File: config.mk
export PLATFORM = sky130hd
export DESIGN_NAME = task_slot_status_lists
export DESIGN_NICKNAME = d
export VERILOG_FILES = /design/src/hw/rtl/tssl_pkg.sv /design/src/hw/rtl/tssl_front.sv /design/src/hw/rtl/tssl_back.sv /design/src/hw/rtl/task_slot_status_lists.sv
export SDC_FILE = /design/constraint.sdc
export NUM_CORES = 1
export LEC_CHECK = 0
export ABC_AREA = 1
export BUFFER_PORTS_ARGS = -buffer_cell sky130_fd_sc_hd__buf_4
export CORE_MARGIN = 4
export CORE_UTILIZATION = 32
export CTS_CLUSTER_DIAMETER = 200
export DETAILED_ROUTE_END_ITERATION = 8
export GPL_TIMING_DRIVEN = 0
export PLACE_DENSITY = 0.58
export SYNTH_ARGS = -nofsm -noshare
export SYNTH_HDL_FRONTEND = slang
export SYNTH_SLANG_ARGS = --single-unit
File: constraint.sdc
create_clock -name aclk -period 3.8 [get_ports aclk]
set_clock_uncertainty 0.1 [all_clocks]
set_input_delay 0.38 -clock aclk [delete_from_list [all_inputs] [get_ports aclk]]
set_output_delay 0.38 -clock aclk [all_outputs]
set_load 0.01 [all_outputs]
File: src/hw/rtl/tssl_pkg.sv
`default_nettype none
// ---------------------------------------------------------------------------
// tssl_pkg
// Shared types and constants of the task slot status lists block.
// ---------------------------------------------------------------------------
package tssl_pkg;

    localparam int NUM_SLOTS  = 16;
    localparam int NUM_STATUS = 4;
    localparam int SLOT_W     = 4;
    localparam int LINK_W     = 5;
    localparam int STAT_W     = 2;
    localparam int CNT_W      = 5;
    localparam int QUEUE_DEPTH = 2;

    localparam logic [LINK_W-1:0] LINK_NONE = LINK_W'(NUM_SLOTS);
    localparam logic [STAT_W-1:0] TASK_IDLE = '0;

    localparam logic       CMD_QUERY = 1'b0;
    localparam logic       CMD_MOVE  = 1'b1;

    localparam logic [1:0] RES_OK         = 2'd0;
    localparam logic [1:0] RES_BAD_STATUS = 2'd1;
    localparam logic [1:0] RES_BAD_SLOT   = 2'd2;

    typedef struct packed {
        logic       cmd;
        logic [3:0] slot;
        logic [2:0] target_status;
    } cmd_t;

    typedef struct packed {
        logic [1:0] result_code;
        logic [3:0] head_slot;
        logic       list_empty_flag;
        logic [4:0] status_count;
        logic [2:0] previous_status;
    } rsp_t;

    // classified command handed from the front to the back
    typedef struct packed {
        logic [1:0]        code;
        logic              move;
        logic [SLOT_W-1:0] slot;
        logic [STAT_W-1:0] target;
    } op_t;

endpackage
`default_nettype wire

File: src/hw/rtl/tssl_front.sv
`default_nettype none
// ---------------------------------------------------------------------------
// tssl_front
// Accepts commands, checks ranges and queues classified operations.
// ---------------------------------------------------------------------------
module tssl_front (
    input  wire logic            aclk,
    input  wire logic            aresetn,
    input  wire logic            s_valid,
    output logic                 s_ready,
    input  wire tssl_pkg::cmd_t  s_data,
    input  wire logic [4:0]      slot_count,
    output logic                 op_valid,
    input  wire logic            op_ready,
    output tssl_pkg::op_t        op_data
);

    tssl_pkg::op_t op_q_reg [tssl_pkg::QUEUE_DEPTH];
    logic       wr_ptr_reg, rd_ptr_reg;
    logic [1:0] fill_reg;
    tssl_pkg::op_t op_in;
    logic push, pop;

    always_comb begin
        op_in.move   = (s_data.cmd == tssl_pkg::CMD_MOVE);
        op_in.slot   = s_data.slot;
        op_in.target = s_data.target_status[tssl_pkg::STAT_W-1:0];
        if (s_data.target_status >= 3'(tssl_pkg::NUM_STATUS)) begin
            op_in.code = tssl_pkg::RES_BAD_STATUS;
        end else if (op_in.move && ({1'b0, s_data.slot} >= slot_count)) begin
            op_in.code = tssl_pkg::RES_BAD_SLOT;
        end else begin
            op_in.code = tssl_pkg::RES_OK;
        end
    end

    assign s_ready  = (fill_reg != 2'(tssl_pkg::QUEUE_DEPTH));
    assign op_valid = (fill_reg != 2'd0);
    assign op_data  = op_q_reg[rd_ptr_reg];
    assign push = s_valid && s_ready;
    assign pop  = op_valid && op_ready;

    always_ff @(posedge aclk) begin
        if (!aresetn) begin
            wr_ptr_reg <= 1'b0;
            rd_ptr_reg <= 1'b0;
            fill_reg   <= 2'd0;
        end else begin
            if (push) begin
                op_q_reg[wr_ptr_reg] <= op_in;
                wr_ptr_reg <= ~wr_ptr_reg;
            end
            if (pop) begin
                rd_ptr_reg <= ~rd_ptr_reg;
            end
            fill_reg <= fill_reg + 2'(push) - 2'(pop);
        end
    end

endmodule
`default_nettype wire

File: src/hw/rtl/tssl_back.sv
`default_nettype none
// ---------------------------------------------------------------------------
// tssl_back
// Holds the linked lists and carries out queries and moves in two steps.
// ---------------------------------------------------------------------------
module tssl_back (
    input  wire logic           aclk,
    input  wire logic           aresetn,
    input  wire logic           init,
    input  wire logic [4:0]     slot_count,
    input  wire logic           op_valid,
    output logic                op_ready,
    input  wire tssl_pkg::op_t  op_data,
    output logic                m_valid,
    input  wire logic           m_ready,
    output tssl_pkg::rsp_t      m_data
);
    localparam int NS = tssl_pkg::NUM_SLOTS;
    localparam int NT = tssl_pkg::NUM_STATUS;
    localparam int LW = tssl_pkg::LINK_W;

    typedef enum logic [1:0] {
        ST_READ = 2'b01,
        ST_EXEC = 2'b10
    } state_t;

    state_t state_reg;
    logic [tssl_pkg::STAT_W-1:0] sstate_reg [NS];
    logic [LW-1:0] next_reg [NS];
    logic [LW-1:0] prev_reg [NS];
    logic [LW-1:0] head_reg [NT];
    logic [LW-1:0] tail_reg [NT];
    logic [tssl_pkg::CNT_W-1:0] cnt_reg [NT];

    tssl_pkg::op_t op_reg;
    logic [tssl_pkg::STAT_W-1:0] st_reg;
    logic [LW-1:0] p_reg, n_reg;

    logic [LW-1:0] h_new [NT];
    logic [LW-1:0] t_new [NT];
    logic [tssl_pkg::CNT_W-1:0] c_new [NT];
    logic [LW-1:0] next_new [NS];
    logic [LW-1:0] prev_new [NS];
    logic [LW-1:0] tl, s5;
    logic do_move;
    tssl_pkg::rsp_t rsp;

    assign op_ready = (state_reg == ST_READ) && (!m_valid || m_ready);

    always_comb begin
        for (int i = 0; i < NT; i++) begin
            h_new[i] = head_reg[i];
            t_new[i] = tail_reg[i];
            c_new[i] = cnt_reg[i];
        end
        for (int i = 0; i < NS; i++) begin
            next_new[i] = next_reg[i];
            prev_new[i] = prev_reg[i];
        end
        s5 = {1'b0, op_reg.slot};
        do_move = op_reg.move && (op_reg.code == tssl_pkg::RES_OK);
        tl = '0;
        if (do_move) begin
            if (p_reg < LW'(NS)) begin
                next_new[p_reg[3:0]] = n_reg;
            end else begin
                h_new[st_reg] = n_reg;
            end
            if (n_reg < LW'(NS)) begin
                prev_new[n_reg[3:0]] = p_reg;
            end else begin
                t_new[st_reg] = p_reg;
            end
            if (c_new[st_reg] != '0) begin
                c_new[st_reg] = c_new[st_reg] - 1'b1;
            end
            tl = t_new[op_reg.target];
            prev_new[op_reg.slot] = tl;
            next_new[op_reg.slot] = tssl_pkg::LINK_NONE;
            if (tl < LW'(NS)) begin
                next_new[tl[3:0]] = s5;
            end else begin
                h_new[op_reg.target] = s5;
            end
            t_new[op_reg.target] = s5;
            c_new[op_reg.target] = c_new[op_reg.target] + 1'b1;
        end
        rsp = '0;
        rsp.result_code = op_reg.code;
        if (op_reg.code == tssl_pkg::RES_OK) begin
            if (c_new[op_reg.target] == '0 || h_new[op_reg.target] >= LW'(NS)) begin
                rsp.list_empty_flag = 1'b1;
            end else begin
                rsp.head_slot = h_new[op_reg.target][3:0];
            end
            rsp.status_count = c_new[op_reg.target];
            rsp.previous_status = do_move ? {1'b0, st_reg} : 3'd0;
        end
    end

    always_ff @(posedge aclk) begin
        if (!aresetn || init) begin
            state_reg <= ST_READ;
            m_valid   <= 1'b0;
            for (int i = 0; i < NT; i++) begin
                head_reg[i] <= tssl_pkg::LINK_NONE;
                tail_reg[i] <= tssl_pkg::LINK_NONE;
                cnt_reg[i]  <= '0;
            end
            for (int i = 0; i < NS; i++) begin
                sstate_reg[i] <= tssl_pkg::TASK_IDLE;
                prev_reg[i] <= (i == 0 || LW'(i) >= slot_count) ?
                    tssl_pkg::LINK_NONE : LW'(i - 1);
                next_reg[i] <= (LW'(i + 1) < slot_count) ?
                    LW'(i + 1) : tssl_pkg::LINK_NONE;
            end
            head_reg[tssl_pkg::TASK_IDLE] <= '0;
            tail_reg[tssl_pkg::TASK_IDLE] <= slot_count - 1'b1;
            cnt_reg[tssl_pkg::TASK_IDLE]  <= slot_count;
        end else begin
            if (m_valid && m_ready) begin
                m_valid <= 1'b0;
            end
            unique case (state_reg)
                ST_READ: begin
                    if (op_valid && op_ready) begin
                        op_reg <= op_data;
                        st_reg <= sstate_reg[op_data.slot];
                        p_reg  <= prev_reg[op_data.slot];
                        n_reg  <= next_reg[op_data.slot];
                        state_reg <= ST_EXEC;
                    end
                end
                ST_EXEC: begin
                    for (int i = 0; i < NT; i++) begin
                        head_reg[i] <= h_new[i];
                        tail_reg[i] <= t_new[i];
                        cnt_reg[i]  <= c_new[i];
                    end
                    for (int i = 0; i < NS; i++) begin
                        next_reg[i] <= next_new[i];
                        prev_reg[i] <= prev_new[i];
                    end
                    if (do_move) begin
                        sstate_reg[op_reg.slot] <= op_reg.target;
                    end
                    m_data  <= rsp;
                    m_valid <= 1'b1;
                    state_reg <= ST_READ;
                end
                default: state_reg <= ST_READ;
            endcase
        end
    end

endmodule
`default_nettype wire

File: src/hw/rtl/task_slot_status_lists.sv
`default_nettype none
// ---------------------------------------------------------------------------
// task_slot_status_lists
// Task slots kept in per-status FIFO lists with move and query commands.
// ---------------------------------------------------------------------------
// A command in the list engine first reads the slot's links, then updates the
// lists and registers the response, and the engine takes no new command until
// it is through with the last; a two-entry queue parts the checking front from
// the engine. A slot_count write rebuilds all lists in the cycle it is taken.
module task_slot_status_lists (
    input  wire logic            aclk,
    input  wire logic            aresetn,
    input  wire logic            s_valid,
    output logic                 s_ready,
    input  wire tssl_pkg::cmd_t  s_data,
    output logic                 m_valid,
    input  wire logic            m_ready,
    output tssl_pkg::rsp_t       m_data,
    input  wire logic            cfg_valid,
    output logic                 cfg_ready,
    input  wire logic [4:0]      cfg_data
);

    logic [4:0] slot_count_reg, slot_count_next;
    logic cfg_fire;
    logic op_valid, op_ready;
    tssl_pkg::op_t op_data;

    assign cfg_ready = 1'b1;
    assign cfg_fire  = cfg_valid && cfg_ready;

    always_comb begin
        if (cfg_data == 5'd0) begin
            slot_count_next = 5'd1;
        end else if (cfg_data > 5'(tssl_pkg::NUM_SLOTS)) begin
            slot_count_next = 5'(tssl_pkg::NUM_SLOTS);
        end else begin
            slot_count_next = cfg_data;
        end
    end

    always_ff @(posedge aclk) begin
        if (!aresetn) begin
            slot_count_reg <= 5'(tssl_pkg::NUM_SLOTS);
        end else if (cfg_fire) begin
            slot_count_reg <= slot_count_next;
        end
    end

    tssl_front u_front (
        .aclk, .aresetn, .s_valid, .s_ready, .s_data,
        .slot_count(slot_count_reg),
        .op_valid, .op_ready, .op_data
    );

    tssl_back u_back (
        .aclk, .aresetn,
        .init(cfg_fire),
        .slot_count(cfg_fire ? slot_count_next : slot_count_reg),
        .op_valid, .op_ready, .op_data,
        .m_valid, .m_ready, .m_data
    );

`ifndef SYNTHESIS
    a_code_range: assert property (@(posedge aclk) disable iff (!aresetn)
        m_valid |-> (m_data.result_code == tssl_pkg::RES_OK ||
                     m_data.result_code == tssl_pkg::RES_BAD_STATUS ||
                     m_data.result_code == tssl_pkg::RES_BAD_SLOT))
        else $error("bad result code");
    a_empty_count: assert property (@(posedge aclk) disable iff (!aresetn)
        m_valid |-> (m_data.list_empty_flag == (m_data.status_count == 5'd0)
                     || m_data.result_code != tssl_pkg::RES_OK))
        else $error("empty flag and count disagree");
    a_count_cap: assert property (@(posedge aclk) disable iff (!aresetn)
        m_valid |-> (m_data.status_count <= slot_count_reg))
        else $error("count above slot_count");
`endif

endmodule
`default_nettype wire
# Word-level counts from Yosys, hierarchy flattened
# Memories as Yosys holds them, arrays and structs flattened. A register that Yosys moved wholly into a read port is not among the register bits.
# Index checks and enable logic that the tools add are counted.
totals:
  wordCells: 326
  memories: 7
  in_bits: 18
  mem_bits_rw: 270
  ff_bits: 36
  output_inout_bits: 18
memory_table:
  columns: ["memory", "words", "width", "rd", "rd_clocked_by_memory_dff", "write_ports", "line", "text"]
  rows:
  - ["u_back.next_reg", 16, 5, 17, 1, 16, "tssl_back.sv:29", "logic [LW-1:0] next_reg [NS];"]
  - ["u_back.prev_reg", 16, 5, 17, 1, 16, "tssl_back.sv:30", "logic [LW-1:0] prev_reg [NS];"]
  - ["u_back.sstate_reg", 16, 2, 1, 1, 16, "tssl_back.sv:28", "logic [tssl_pkg::STAT_W-1:0] sstate_reg [NS];"]
  - ["u_back.cnt_reg", 4, 5, 4, 0, 4, "tssl_back.sv:33", "logic [tssl_pkg::CNT_W-1:0] cnt_reg [NT];"]
  - ["u_back.head_reg", 4, 5, 4, 0, 4, "tssl_back.sv:31", "logic [LW-1:0] head_reg [NT];"]
  - ["u_back.tail_reg", 4, 5, 4, 0, 4, "tssl_back.sv:32", "logic [LW-1:0] tail_reg [NT];"]
  - ["1 more memories", null, null, null, null, null, null, null]
op_classes:
  eq_ne: 3
  n_lt_le_gt_ge: 49
  bitwise_logic: 61
  reduce_logical: 29
  muxes: 156
  addsub: 5
ops:
  columns: ["op", "n"]
  rows:
  - ["2-to-1 mux 80 bit", 7]
  - ["2-to-1 mux 5 bit", 96]
  - ["bitwise mux 80 bit", 4]
  - ["2-to-1 mux 20 bit", 10]
  - ["bitwise mux 20 bit", 6]
  - ["demux 5 bit (select 4 bit)", 4]
  - ["bitwise AND 64 bit", 1]
  - ["NOT 64 bit", 1]
  - ["binary-select mux 5 bit (select 2 bit)", 5]
  - ["OR 1 bit", 47]
  - [">= comparator 4 x 5 -> 1 bit, first input constant", 8]
  - ["< comparator 4 x 5 -> 1 bit, first input constant", 8]
  - [">= comparator 5 bit, second input constant", 5]
  - ["demux 5 bit (select 2 bit)", 2]
  - [">= comparator 3 x 5 -> 1 bit, first input constant", 4]
  - ["< comparator 3 x 5 -> 1 bit, first input constant", 4]
  - ["< comparator 5 x 1 -> 1 bit, second input constant", 4]
  - ["NOT 4 -> 5 bit", 4]
  - ["2-to-1 mux 1 bit", 18]
  - ["OR 16 bit", 1]
  - ["< comparator 5 bit, second input constant", 3]
  - ["logical AND 1 bit", 12]
  - [">= comparator 2 x 5 -> 1 bit, first input constant", 2]
  - ["zero test 5 bit", 2]
  - ["other kinds (26)", 45]

# Depth between registers and ports, before layout
depth:
  ltp_word: 20
  depth_mapped: 29

# Cells and area by module
# From an unflattened synthesis, not the netlist that was laid out.
unflattened:
  hier_cells: 2508
  area_unflattened_um2: 19797.7
modules_own_cells:
  columns: ["mod", "n_inst", "cells_each", "area_each_um2", "seq_area_each_um2"]
  rows:
  - ["tssl_back", 1, 2386, 18536.5, 8678.3]
  - ["tssl_front", 1, 84, 1021.0, 640.6]
  - ["task_slot_status_lists", 1, 38, 240.2, 100.1]

# Worst setup path before layout
# OpenSTA, ideal clock, no wires.
synth_path:
  kind: "register to register"
  from: "register, netlist name u_back.op_reg[8]"
  to: "memory u_back.next_reg[0][0] in the netlist's numbering, enable pin"
  setup_time_ns: 0.451
  n_path_buf: 3
  stages_incl_launch_ff: 9
  slack_ns: -0.243
  synth_period_minus_slack_ns: 4.043
  arrival_time_ns: 3.492
  t_required_ns: 3.249
  path_cell_list: "edfxtp_1 nor2_1 nand2_1 clkbuf_1 clkbuf_1 nor2_1 nor2_1 clkbuf_1 inv_1"
synth_rtl:
  columns: ["item", "line"]
  rows:
  - ["end: declaration", "tssl_back.sv:29"]

# Final worst setup path
layout_path:
  from: "register u_back.st_reg[0] in the netlist's numbering (read register of u_back.sstate_reg)"
  to: "register, netlist name u_back.m_data[9]"
layout_via:
  elab_chain_cells: 20
layout_lines:
  columns: ["item", "line", "text"]
  rows:
  - ["start: declaration", "tssl_back.sv:36", "logic [tssl_pkg::STAT_W-1:0] st_reg;"]
  - ["NOT 2 -> 3 bit (not written as such) (*)", null, null]
  - ["binary-select mux 5 bit (select 2 bit) (tied with other cells)", "tssl_back.sv:74, tssl_back.sv:75", null]
  - ["2-to-1 mux 5 bit (not written as such) or logical AND 1 bit (tied branches)", null, null]
  - ["2-to-1 mux 5 bit (on tied branches)", null, null]
  - ["subtractor 5 x 1 -> 5 bit or demux 5 bit (select 2 bit) (tied branches)", "tssl_back.sv:75, tssl_back.sv:67, tssl_back.sv:72", null]
  - ["bitwise mux 20 bit (on tied branches)", "tssl_back.sv:75, tssl_back.sv:72", null]
  - ["2-to-1 mux 20 bit (on tied branches)", "tssl_back.sv:74, tssl_back.sv:69", null]
  - ["2-to-1 mux 20 bit", "tssl_back.sv:63", "if (do_move) begin"]
  - ["[... 3 more ...]", null, null]
  - ["adder 5 x 1 -> 5 bit or < comparator 5 bit (tied branches)", "tssl_back.sv:86, tssl_back.sv:80", null]
  - ["bitwise mux 20 bit or 2-to-1 mux 20 bit (tied branches)", "tssl_back.sv:86, tssl_back.sv:80", null]
  - ["2-to-1 mux 20 bit", "tssl_back.sv:63", null]
  - ["binary-select mux 5 bit (select 2 bit) (on tied branches)", "tssl_back.sv:91, tssl_back.sv:94", null]
  - ["2-to-1 mux 5 bit (not written as such) (2 in a row)", "tssl_back.sv:91", "if (c_new[op_reg.target] == '0 || h_new[op_reg.target] >= LW'(NS)) begin"]
  - ["zero test 5 bit or >= comparator 5 bit (tied branches)", "tssl_back.sv:91", null]
  - ["logical OR 1 bit", "tssl_back.sv:91", null]
  - ["OR reduction 2 bit (no line)", null, null]
# Every way passes the cells marked *; elsewhere a longest branch is shown, timed or not. The select of a mux whose other input is x is not followed.
# A chain may end at the register's enable or synchronous reset.

==> flow_metrics.py <==
metrics = {
    "critical_path": {
        "cp.required_ns": 4.04,
        "critPathLaunchType": "flop",
        "crit_type": "flop to flop",
        "crit_start": "u_back.st_reg[0]",
        "critPathMaxFanout": 8,
        "crit_path_cell_trace": "buf_8 > nor2_8 > buf_4 > inv_2 > nor2_4 > nand2_1 > nand2_1 > o22ai_1 > nor2_4 > buf_12 > nand2_1 > inv_1 > nand2_1 > o211ai_1 > o21ai_0 > inv_1 > o22ai_1 > a221oi_1 > nor2_1",
        "r2r_start": "u_back.st_reg[0]",
        "end_kind": "flop",
        "rrSetupSlack_ns": -0.07,
        "cpPeakStageDelay_ns": 0.52,
        "rr_worst_depth": 19,
        "crit_slowest_cell": "edfxtp_1",
        "cp_common_cell": "nand2_1",
        "cp.arrival_ns": 4.11,
        "r2r_end": "u_back.m_data[9]",
    },
    "synth": {
        "syn_inst": 2565,
        "netlist_area_um2": 20000,
        "ys_seq_area_share_pct": 47.1,
        "synthTopCellsByArea": "edfxtp_1, nand2_1, o21ai_0",
        "syn_nets": 2596,
        "synth_top_area_share_pct": 45.8,
        "syn_avg_cell_area_um2": 7.79,
        "yosysUniqueCellTypes": 52,
        "yosysWarnings": 0,
        "synth_top_cell_by_area": "edfxtp_1",
        "ys_ff_latch": 318,
    },
    "drt": {
        "highest-signal-layer": "met5",
        "viasPerCell": 5.94,
        "drt-total-wl_um": 99300,
        "drc_errors": 0,
        "first_iter_violations": 3292,
        "drtAntennaViolNets": 0,
        "first_pass_iters": 7,
        "wl_met3_um": 11800,
        "wirelength_met1_um": 40100,
        "num_vias": 21180,
        "met2_wirelength_um": 40800,
        "wl_per_cell_um": 27.9,
    },
    "die": {
        "core_um2": 61800,
        "design.portCount": 36,
        "start_util_pct": 32.3,
        "die_area_um2": 66500,
        "die_w_um": 258,
        "die_h_um": 258,
        "rows": 91,
    },
    "placement": {
        "hpwlAfterDp_um": 71600,
        "place_congestion": 0.984,
        "portBuffers": 32,
        "pre_cts_ws_ns": -1.18,
    },
    "cts": {
        "clockBufferDepth": 3,
        "htreeDepth": 2,
        "tritoncts.num_buffers": 42,
        "insertion_delay_ns": 0.60,
        "cts_tree": "yes",
        "cts_root_buf": "clkbuf_16",
        "clk_pin_slew_ns": 0.06,
        "cts_sinks": 318,
    },
    "job": {
        "maxCapViolations": 0,
    },
    "power_and_ir_drop": {
        "p_total_mw": 13.1,
        "vdd_drop_max_v": 0.000335,
        "power_density_nw_per_um2": 560,
        "p_leak_nw": 9.00,
    },
    "hold_path": {
        "worstHoldPathCells": 3,
        "min_path_type": "primary input to flop",
        "holdPathEnd": "u_front.wr_ptr_reg",
        "min-delay-start": "aresetn",
    },
    "global_routing": {
        "grt_pass1_vias": 19497,
        "grt_max_degree": 40,
        "grt-ovfl-total": 0,
        "antenna_found_initial": 3,
        "grt_pass1_wl_um": 138000,
        "track_usage_pct": 28.5,
    },
    "sta": {
        "period_minus_slack_ns": 3.87,
        "setup_viol": 6,
        "final_hold_viol_count": 0,
        "rsz0062_at_grt": "true",
        "fin_setup_tns_ns": -0.203,
        "post-route-period-util_pct": 102,
        "relSlewSlack_pct": 2.37,
        "drv_slew": 0,
        "setup_slack_ns": -0.0692,
        "tightest_slew_ns": 1.46,
        "clock.fmax_mhz": 258,
    },
    "layout": {
        "nFillCells": 6460,
        "n_antenna_cell": 0,
        "drive_gt1_share_pct": 11.7,
        "synthToLayoutAreaGrowth_pct": 17.4,
        "nets": 2726,
        "postLayoutCoreUtil_pct": 38.0,
    },
    "outcome": {
        "status": "finished, violations left",
        "violations": "negative setup slack",
    },
}
## layout make-up
type,instances,area (µm²),share of cell area (%)
clock buffers,55,1100,4.69
repair buffers,89,777,3.31
clock inverters,21,166,0.709
flip-flops and latches,318,9420,40.1
inverters,313,1200,5.12
multi-input cells,1804,9200,39.2
well taps,837,1050,4.46
repair inverters,1,7.51,0.0320
plain buffers,126,552,2.35
## kinds of logic (layout without fill, tap and decap cells)
kind of cell | count (synthesis) | count (layout) | synth area share [%]
other | 2 | 2 | 0.0376
muxes | 1 | 1 | 0.0563
DFF | 318 | 318 | 47.1
buffers and inverters | 443 | 605 | 8.47
xor gates and xnor gates | 2 | 2 | 0.0876
adders and majority gates | 13 | 13 | 0.814
AOI/OAI and AO/OA | 826 | 826 | 23.4
and+or+nand+nor | 960 | 960 | 20.0
## worst max path at each step
| stage | to | slack [ns] | depth (start not counted) |
|---|---|---|---|
| after floorplan | u_back.next_reg[0][0] | 0.16 | 7 |
| after global routing | u_back.m_data[11] | -0.21 | 26 |
| final | u_back.m_data[9] | -0.07 | 19 |
| after global placement | u_back.tail_reg[2][0] | -2.44 | 8 |
| after detailed placement | u_back.tail_reg[2][2] | -1.18 | 10 |
| after CTS | u_back.m_data[9] | 0.003 | 26 |
## report_power, final
part | internal [mW] | total [mW] | switching, mW
Sequential | 4.20 | 4.41 | 0.211
Clock | 2.13 | 3.84 | 1.71
Combinational | 1.19 | 4.88 | 3.69
Total | 7.52 | 13.1 | 5.62
## critical path, delay by kind of cell, from the launching register on
family	cells	cell delay, ns
AOI/OAI and AO/OA	5	0.88
buffers and inverters	6	0.90
DFF	1	0.52
and+or+nand+nor	8	1.19
## cell usage after synthesis, drive strengths merged
| master | count |
|---|---|
| o211a | 2 |
| a21boi | 2 |
| ha | 13 |
| nor4 | 1 |
| o31ai | 8 |
| or2 | 15 |
| buf | 22 |
| o21ai | 384 |
| a221oi | 7 |
| a32oi | 2 |
| clkbuf | 108 |
| inv | 306 |
| a31oi | 9 |
| a211oi | 20 |
| nor2 | 309 |
| a2111oi | 1 |
| o32ai | 11 |
| o22ai | 42 |
| nand4 | 5 |
| clkinv | 7 |
| nand3 | 84 |
| edfxtp | 305 |
| a21oi | 238 |
| nor3 | 18 |
| o21bai | 3 |
| nand2 | 528 |
| mux2 | 1 |
| a22oi | 1 |
| o311ai | 5 |
| o221ai | 31 |
| a32o | 1 |
| o211ai | 52 |
| o21a | 7 |
| conb | 2 |
| dfxtp | 13 |
| xor2 | 2 |
## metrics by stage
step           instances  hold WS, ns  instance area [µm²]
2_1_floorplan       2565        0.327                20000
3_3_place_gp        3434        0.352                21300
3_5_place_dp        3438        0.358                21400
4_1_cts             3555       0.0628                23200
5_1_grt             3564       0.0889                23500
6_report            3564       0.0660                23500
## per-layer routing
metal | vias up | global-route usage [%]
met5 | - | 0
met4 | 2 | 15.1
met3 | 353 | 5.91
met2 | 1528 | 41.4
met1 | 10170 | 39.9
li1 | 9127 | -
## cells in the final DEF, fill, tap and decap left out, types with 13 or more instances in the layout
cell type	instances
a211oi_1	19
a21oi_1	235
buf_4	72
clkbuf_1	101
clkbuf_16	42
clkbuf_2	13
clkinv_2	13
dfxtp_1	13
edfxtp_1	305
inv_1	281
inv_2	18
nand2_1	486
nand2_2	34
nand3_1	73
nor2_1	271
nor2_2	15
nor2_4	21
nor3_1	17
o211ai_1	52
o21ai_0	355
o21ai_1	18
o221ai_1	30
o22ai_1	42
or2_2	15
## timing repair
item                                    4_1_cts  5_1_grt
gates cloned                                  1        0
resized for setup                            68       67
endpoints found under the setup margin      285      146
buffers inserted                             32       11
pin swaps                                    13       14
hold endpoints to repair                     21        0
hold buffers                                 11        0
Note: power is estimated with default switching activity, not from simulation.
